### src/utt_pkg.sv
package utt_pkg;

	// end-of-stream status codes
	localparam logic [1:0] ST_OK        = 2'd0;
	localparam logic [1:0] ST_EXHAUSTED = 2'd1;
	localparam logic [1:0] ST_ILLEGAL   = 2'd2;

	// result kinds
	localparam logic KIND_UNIT   = 1'b0;
	localparam logic KIND_STATUS = 1'b1;

	localparam int unsigned MaxResults = 3;

	localparam logic [20:0] SuppBase  = 21'h010000;
	localparam logic [20:0] CodeMax   = 21'h10FFFF;
	localparam logic [15:0] HiSurBase = 16'hD800;
	localparam logic [15:0] LoSurBase = 16'hDC00;
	localparam logic [15:0] SurLast   = 16'hDFFF;

	typedef struct packed {
		logic [7:0] in_byte;
		logic       end_of_stream;
	} in_item_t;

	typedef struct packed {
		logic [15:0] code_unit;
		logic        kind;
		logic [1:0]  status;
		logic        run_last;
	} out_item_t;

	// continuation bytes that follow a lead byte
	function automatic logic [2:0] extra_for(input logic [7:0] b);
		logic [2:0] e;
		priority if (b < 8'hC0) e = 3'd0;
		else if (b < 8'hE0) e = 3'd1;
		else if (b < 8'hF0) e = 3'd2;
		else if (b < 8'hF8) e = 3'd3;
		else if (b < 8'hFC) e = 3'd4;
		else e = 3'd5;
		return e;
	endfunction

endpackage

### src/utf8_to_utf16_transcoder_core.sv
// UTF-8 to UTF-16 transcoder.
// Input channel: in_valid / in_stall / in_data carries one source byte per
// item, with end_of_stream set on the final byte of a stream. Output channel:
// out_valid / out_stall / out_data carries one result per item: a UTF-16 code
// unit (kind 0) or the end-of-stream status (kind 1: ok, exhausted, illegal).
// run_last marks the last result a source byte caused; a byte may cause none.
// strict_mode is written through cfg_wr_en / cfg_wr_data, and the user must
// do so only while idle; the block itself has no check for this. A result
// passes through the input register, then a three-entry result buffer, and is
// shown on out_data from entry zero. Throughput: one byte per cycle while each
// byte gives at most one result and the receiver does not stall; a byte that
// gives several results holds the result buffer until they drain (surrogate
// pair plus status gives three), and the input register waits behind it.
// Reset clears the sequence state and the buffers and sets strict_mode to 1.
// When the receiver stalls, the buffered result holds, the input register
// fills, and in_stall rises until the buffer can take the next byte's results.
// After the status result the stream state returns to zero.
module utf8_to_utf16_transcoder_core (
	input  logic                clk,
	input  logic                arst_n,
	input  logic                cfg_wr_en,
	input  logic                cfg_wr_data,
	input  logic                in_valid,
	output logic                in_stall,
	input  utt_pkg::in_item_t   in_data,
	output logic                out_valid,
	input  logic                out_stall,
	output utt_pkg::out_item_t  out_data
);
	import utt_pkg::*;

	logic        strict_q;
	logic        valid_s1;
	in_item_t    item_s1;
	logic [20:0] acc_q;
	logic [2:0]  left_q;
	logic [7:0]  lead_q;
	logic        bad_q;
	logic        halted_q;
	logic [1:0]  stat_q;
	out_item_t   res_q [MaxResults];
	logic [1:0]  cnt_q;

	logic        pop;
	logic        adv;
	logic [20:0] acc_n;
	logic [2:0]  left_n;
	logic [7:0]  lead_n;
	logic        bad_n;
	logic        done;
	logic        stop;
	logic [1:0]  nu;
	logic [15:0] unit0;
	logic [15:0] unit1;
	logic [19:0] v;
	logic [2:0]  ext;
	logic [7:0]  lo;
	logic [7:0]  hi;
	logic [1:0]  end_st;
	out_item_t   res_n [MaxResults];
	logic [1:0]  res_cnt;

	// config register
	always_ff @(posedge clk or negedge arst_n) begin
		if (!arst_n) begin
			strict_q <= 1'b1;
		end else if (cfg_wr_en) begin
			strict_q <= cfg_wr_data;
		end
	end

	// handshakes
	assign out_valid = (cnt_q != 2'd0);
	assign out_data  = res_q[0];
	assign pop       = out_valid && !out_stall;
	assign adv       = valid_s1 && (res_cnt == 2'd0 || cnt_q == 2'd0 ||
		(cnt_q == 2'd1 && pop));
	assign in_stall  = valid_s1 && !adv;

	// input register
	always_ff @(posedge clk or negedge arst_n) begin
		if (!arst_n) begin
			valid_s1 <= 1'b0;
		end else if (!in_stall) begin
			valid_s1 <= in_valid;
		end
	end

	always_ff @(posedge clk) begin
		if (in_valid && !in_stall) begin
			item_s1 <= in_data;
		end
	end

	// sequence collection and checks
	always_comb begin
		lead_n = lead_q;
		bad_n  = bad_q;
		acc_n  = acc_q;
		left_n = left_q;
		lo     = 8'h80;
		hi     = 8'hBF;
		ext    = extra_for(item_s1.in_byte);
		if (left_q == 3'd0) begin
			lead_n = item_s1.in_byte;
			bad_n  = (item_s1.in_byte >= 8'h80 && item_s1.in_byte < 8'hC2) ||
				(item_s1.in_byte > 8'hF4);
			unique case (ext)
				3'd0:    acc_n = {14'd0, item_s1.in_byte[6:0]};
				3'd1:    acc_n = {16'd0, item_s1.in_byte[4:0]};
				3'd2:    acc_n = {17'd0, item_s1.in_byte[3:0]};
				3'd3:    acc_n = {18'd0, item_s1.in_byte[2:0]};
				default: acc_n = 21'd0;
			endcase
			left_n = ext;
			done   = (ext == 3'd0);
		end else begin
			// second-byte limits after E0, F0 and F4
			if (left_q == extra_for(lead_q)) begin
				priority if (lead_q == 8'hE0) lo = 8'hA0;
				else if (lead_q == 8'hF0) lo = 8'h90;
				else if (lead_q == 8'hF4) hi = 8'h8F;
				else lo = 8'h80;
			end
			if (item_s1.in_byte < lo || item_s1.in_byte > hi) begin
				bad_n = 1'b1;
			end
			acc_n  = {acc_q[14:0], item_s1.in_byte[5:0]};
			left_n = left_q - 3'd1;
			done   = (left_n == 3'd0);
		end
	end

	// code point to code units
	assign v = acc_n[19:0] - SuppBase[19:0];
	always_comb begin
		stop  = 1'b0;
		nu    = 2'd0;
		unit0 = 16'd0;
		unit1 = 16'd0;
		if (!halted_q && done) begin
			priority if (bad_n) begin
				stop = 1'b1;
			end else if (acc_n[20:16] == 5'd0) begin
				if (strict_q && acc_n[15:0] >= HiSurBase && acc_n[15:0] <= SurLast) begin
					stop = 1'b1;
				end else begin
					nu    = 2'd1;
					unit0 = acc_n[15:0];
				end
			end else if (acc_n > CodeMax) begin
				stop = 1'b1;
			end else begin
				nu    = 2'd2;
				unit0 = HiSurBase + {6'd0, v[19:10]};
				unit1 = LoSurBase + {6'd0, v[9:0]};
			end
		end
	end

	// end-of-stream status
	always_comb begin
		priority if (halted_q || stop) end_st = ST_ILLEGAL;
		else if (left_n != 3'd0) end_st = ST_EXHAUSTED;
		else end_st = ST_OK;
	end

	// results of this item
	always_comb begin
		out_item_t st_item;
		st_item = '{code_unit: 16'd0, kind: KIND_STATUS, status: end_st, run_last: 1'b1};
		for (int i = 0; i < MaxResults; i++) begin
			res_n[i] = '0;
		end
		unique case (nu)
			2'd1: begin
				res_n[0] = '{code_unit: unit0, kind: KIND_UNIT, status: ST_OK,
					run_last: !item_s1.end_of_stream};
			end
			2'd2: begin
				res_n[0] = '{code_unit: unit0, kind: KIND_UNIT, status: ST_OK, run_last: 1'b0};
				res_n[1] = '{code_unit: unit1, kind: KIND_UNIT, status: ST_OK,
					run_last: !item_s1.end_of_stream};
			end
			default: begin
			end
		endcase
		if (item_s1.end_of_stream) begin
			unique case (nu)
				2'd0:    res_n[0] = st_item;
				2'd1:    res_n[1] = st_item;
				default: res_n[2] = st_item;
			endcase
		end
		res_cnt = nu + {1'b0, item_s1.end_of_stream};
	end

	// stream state
	always_ff @(posedge clk or negedge arst_n) begin
		if (!arst_n) begin
			acc_q    <= 21'd0;
			left_q   <= 3'd0;
			lead_q   <= 8'd0;
			bad_q    <= 1'b0;
			halted_q <= 1'b0;
			stat_q   <= ST_OK;
		end else if (adv) begin
			if (item_s1.end_of_stream) begin
				acc_q    <= 21'd0;
				left_q   <= 3'd0;
				lead_q   <= 8'd0;
				bad_q    <= 1'b0;
				halted_q <= 1'b0;
				stat_q   <= ST_OK;
			end else if (!halted_q) begin
				acc_q  <= acc_n;
				left_q <= left_n;
				lead_q <= lead_n;
				bad_q  <= bad_n;
				if (stop) begin
					halted_q <= 1'b1;
					stat_q   <= ST_ILLEGAL;
				end
			end
		end
	end

	// result buffer, drained from entry zero
	always_ff @(posedge clk or negedge arst_n) begin
		if (!arst_n) begin
			cnt_q <= 2'd0;
		end else if (adv && res_cnt != 2'd0) begin
			cnt_q <= res_cnt;
		end else if (pop) begin
			cnt_q <= cnt_q - 2'd1;
		end
	end

	always_ff @(posedge clk) begin
		if (adv && res_cnt != 2'd0) begin
			for (int i = 0; i < MaxResults; i++) begin
				res_q[i] <= res_n[i];
			end
		end else if (pop) begin
			res_q[0] <= res_q[1];
			res_q[1] <= res_q[2];
		end
	end

`ifndef SYNTHESIS
	a_status_zero_unit: assert property (@(posedge clk) disable iff (!arst_n)
		out_valid && out_data.kind |-> out_data.code_unit == 16'd0)
		else $error("status result carries a nonzero code unit");

	a_status_is_last: assert property (@(posedge clk) disable iff (!arst_n)
		out_valid && out_data.kind |-> out_data.run_last)
		else $error("status result not marked last");

	a_halted_silent: assert property (@(posedge clk) disable iff (!arst_n)
		halted_q && adv && !item_s1.end_of_stream |-> res_cnt == 2'd0)
		else $error("result produced while halted");

	a_halt_status: assert property (@(posedge clk) disable iff (!arst_n)
		halted_q == (stat_q == ST_ILLEGAL))
		else $error("halt flag and stored status disagree");

	a_load_empty: assert property (@(posedge clk) disable iff (!arst_n)
		adv && res_cnt != 2'd0 |-> cnt_q == 2'd0 || (cnt_q == 2'd1 && pop))
		else $error("result buffer overwritten before drained");
`endif

endmodule
### config.mk
export PLATFORM = sky130hd
export DESIGN_NAME = utf8_to_utf16_transcoder_core
export DESIGN_NICKNAME = d
export VERILOG_FILES = /design/src/utt_pkg.sv /design/src/utf8_to_utf16_transcoder_core.sv
export SDC_FILE = /design/constraint.sdc
export NUM_CORES = 1
export LEC_CHECK = 0
export CORE_ASPECT_RATIO = 1.5
export CORE_MARGIN = 10
export CORE_UTILIZATION = 50
export CTS_CLUSTER_DIAMETER = 100
export DETAILED_ROUTE_END_ITERATION = 10
export DONT_BUFFER_PORTS = 1
export GPL_TIMING_DRIVEN = 0
export SLEW_MARGIN = 20
export SYNTH_ARGS = -nofsm -noshare
export SYNTH_HDL_FRONTEND = slang
export SYNTH_SLANG_ARGS = --single-unit
### constraint.sdc
create_clock -name clk -period 6 [get_ports clk]
set_input_delay 0.3 -clock clk [delete_from_list [all_inputs] [get_ports clk]]
set_output_delay 0.3 -clock clk [all_outputs]
set_load 0.005 [all_outputs]
==> results.py <==
metrics = {
    "status": {
        "run_status": "complete, no violations",
    },
    "timing": {
        "min_period_over_period_pct": 89.8,
        "final_hold_viol_count": 0,
        "setup_viol": 0,
        "clock_skew_ps": 6.45,
        "tns_ps": 0,
        "worst_slew_pin_slew_ps": 851,
        "hold_slack_ps": 52.1,
        "fin_ws_ps": 609,
        "period_needed_ps": 5390,
        "drv_slew": 0,
        "slew_headroom_pct": 43.0,
        "rsz0062_at_grt": "false",
        "fmax_mhz": 186,
    },
    "power_and_ir_drop": {
        "cellPowerDensity_mw_per_mm2": 562,
        "p_leak_nw": 2.02,
        "peakVddDrop_mv": 0.282,
    },
    "logic_synthesis": {
        "avgSynthCellArea_um2": 10.8,
        "synth_area_mm2": 0.00456,
        "syn_inst": 422,
        "ys_warn_count": 0,
        "synth_nets": 451,
        "yosysUniqueCellTypes": 64,
        "synth_flop_cell": "edfxtp_1",
        "yosysSeqAreaShare_pct": 48.6,
        "ys_ff_latch": 79,
        "postSynth.asyncResetShare_pct": 40.5,
        "synth_edf_count": 47,
    },
    "clock_network": {
        "numClockSinks": 79,
        "cts_setup_buffers": 0,
        "cts_buffers": 9,
        "cts_tree": "done",
        "clockBufferDepth": 2,
        "root_buffer": "clkbuf_16",
        "path_clk_slew_ps": 60,
        "clk_latency_ps": 350,
        "h-tree-depth": 3,
    },
    "min_path": {
        "hold_path.class": "in -> reg",
    },
    "setup_path": {
        "end_kind": "register",
        "critPathLaunchType": "register",
        "worstSetupPathType": "reg -> reg",
        "path_max_fanout": 35,
        "reg2reg_slack_ps": 610,
        "arrival_ps": 5380,
        "worstPathRequired_ps": 5980,
    },
    "global_routing": {
        "grt_pass1_vias": 3367,
        "grt_overflow": 0,
        "grt_use_total_pct": 16.0,
        "grt_max_degree": 36,
        "grt_pass1_wl_um": 17100,
        "antenna_found_initial": 0,
    },
    "placement": {
        "pre_cts_slack_ps": 371,
        "gp_congestion": 0.915,
        "port_buffers": 0,
        "dp_hpwl_um": 7690,
    },
    "floorplan": {
        "die-area_mm2": 0.0134,
        "die_height_um": 137,
        "std_cell_rows": 42,
        "num_io_pins": 37,
        "dieWidth_um": 97.9,
        "core_area_mm2": 0.00888,
        "start_util_pct": 51.3,
    },
    "finish": {
        "drive_gt1_share_pct": 20.7,
        "fin_nets": 464,
        "areaGrowthSynthToFinish_pct": 10.6,
        "fill_cells": 764,
        "insertedDiodeCount": 0,
    },
    "route": {
        "drc_errors": 0,
        "firstDrtPassIters": 4,
        "wire_per_inst_um": 18.9,
        "vias": 3232,
        "drtIter0Drc": 118,
        "vias_per_cell": 5.88,
        "drt.antenna.violating_nets": 0,
        "totalWireLength_um": 10400,
    },
    "job": {
        "drv_cap": 0,
    },
}
==> sequential cells by signal, indices dropped and copies added (netlist names) <==
register,count
acc_q,15
bad_q,1
cnt_q,2
halted_q,1
item_s1,9
lead_q,8
left_q,3
res_q,38
strict_q,1
valid_s1,1
==> path summary, 6_finish.rpt <==
check / from / end / cells after the start
setup / recovery: left_q[0]$_DFFE_PN0P_ / res_q[0][7]$_DFFE_PP_ / 14
hold / removal: in_data[2] / item_s1[2]$_DFFE_PP_ / 0
setup reg to reg: left_q[0]$_DFFE_PN0P_ / res_q[0][7]$_DFFE_PP_ / 14
hold reg to reg: lead_q[7]$_DFFE_PN0P_ / lead_q[7]$_DFFE_PN0P_ / 2
max in group asynchronous: arst_n / strict_q$_DFFE_PN1P_ / 2
min in group asynchronous: arst_n / lead_q[1]$_DFFE_PN0P_ / 2
==> routing by layer <==
| metal | wire [um] | track usage (%) | part of all wire (%) |
|---|---|---|---|
| met2 | 5280 | 27.2 | 51 |
| met1 | 4440 | 18.3 | 43 |
| met3 | 358 | 2.52 | 3.5 |
| met5 | 0 | 0 | 0 |
| met4 | 298 | 10.0 | 2.9 |
==> report_power, final <==
group	total, mW	leakage (nW)	internal [mW]	switching, mW
sequential	0.983	0.887	0.847	0.135
clock	0.575	0.157	0.361	0.214
combinational	1.27	0.977	0.528	0.745
total	2.83	2.02	1.74	1.09
==> cells by family after synthesis <==
logic type	synth area share, %
xor+xnor	0.385
simple gates	14.9
mux	10.0
fa+ha+maj	3.85
compound gates	14.3
flops	48.6
buf+inv	8.02
==> stage by stage <==
step	instance area, um2	instances	total power, mW	util [%]
2_1_floorplan	4560	422	1.94	-
3_5_place_dp	4690	532	2.26	52.8
6_report	5040	550	2.83	56.7
3_3_place_gp	4690	532	2.24	52.8
5_1_grt	5040	550	3.02	56.7
4_1_cts	5040	550	2.85	56.7
==> placed cells by master, fill, tap and decap left out, types with 3 or more instances in the layout <==
master | netlist | layout
and2_1 | 3 | 3
mux2_2 | 27 | 27
o32ai_1 | 8 | 8
nor3_1 | 14 | 14
and3_1 | 5 | 5
clkbuf_16 | 0 | 9
o311ai_0 | 4 | 4
o22ai_1 | 9 | 9
nand2b_1 | 4 | 4
mux2_4 | 8 | 8
nand2_1 | 25 | 25
or3_1 | 3 | 3
a21oi_1 | 15 | 15
a211oi_1 | 4 | 4
edfxtp_1 | 47 | 47
inv_1 | 32 | 32
o31ai_1 | 6 | 6
dfrtp_1 | 31 | 31
clkbuf_1 | 12 | 12
nand3_1 | 12 | 12
a31oi_1 | 5 | 5
buf_4 | 22 | 22
nor2b_1 | 3 | 3
a211o_1 | 3 | 3
o21ai_0 | 15 | 15
ha_1 | 14 | 14
clkinv_2 | 0 | 3
nand4_1 | 7 | 7
nor2_1 | 41 | 41
==> synthesized netlist by cell type (all sizes together), types with 2 or more instances <==
cell / number / area, um2
edfxtp: 47 / 1410
nor2: 41 / 154
mux2: 36 / 435
inv: 32 / 120
dfrtp: 31 / 776
buf: 25 / 200
nand2: 25 / 93.8
o21ai: 16 / 83.8
a21oi: 15 / 75.1
nor3: 15 / 86.3
ha: 14 / 175
clkbuf: 12 / 45.0
nand3: 12 / 60.1
o22ai: 9 / 56.3
nand4: 8 / 56.3
o32ai: 8 / 70.1
a31oi: 6 / 52.6
o31ai: 6 / 45.0
a211oi: 5 / 50.1
and3: 5 / 31.3
nand2b: 4 / 25.0
nor2b: 4 / 27.5
o311ai: 4 / 35.0
a211o: 3 / 26.3
and2: 3 / 18.8
or3: 3 / 18.8
or4: 3 / 26.3
a21boi: 2 / 18.8
mux2i: 2 / 20.0
nand4bb: 2 / 22.5
nor3b: 2 / 15.0
o21a: 2 / 22.5
o41ai: 2 / 17.5
or2: 2 / 12.5
==> cell type report <==
cell class / instances / area [um2] / share of cell area (%)
multi-input combinational: 274 / 1980 / 39.3
buffer: 37 / 245 / 4.87
sequential: 79 / 2210 / 43.9
tap: 110 / 138 / 2.73
timing repair buffer: 2 / 30.0 / 0.596
clock buffer: 9 / 225 / 4.47
inverter: 32 / 120 / 2.38
clock inverter: 7 / 87.6 / 1.74
==> worst max-delay path, stage by stage, from the launching register on <==
cell	delay, ps
dfrtp_1	430
or4bb_1	480
o21ai_0	130
nor4b_1	410
ha_1	330
a211o_1	260
o41a_1	120
a311oi_2	370
o21ai_2	230
nor3_1	510
ha_1	310
nor2_1	90
a21boi_2	200
nor3_1	590
or2_4	550
==> what timing repair did <==
action,CTS,global route
hold buffers,2,0
setup endpoints to repair,0,35
endpoints found under the hold margin,32,0
resized for setup,0,1
(Power assumes the default switching activity.)
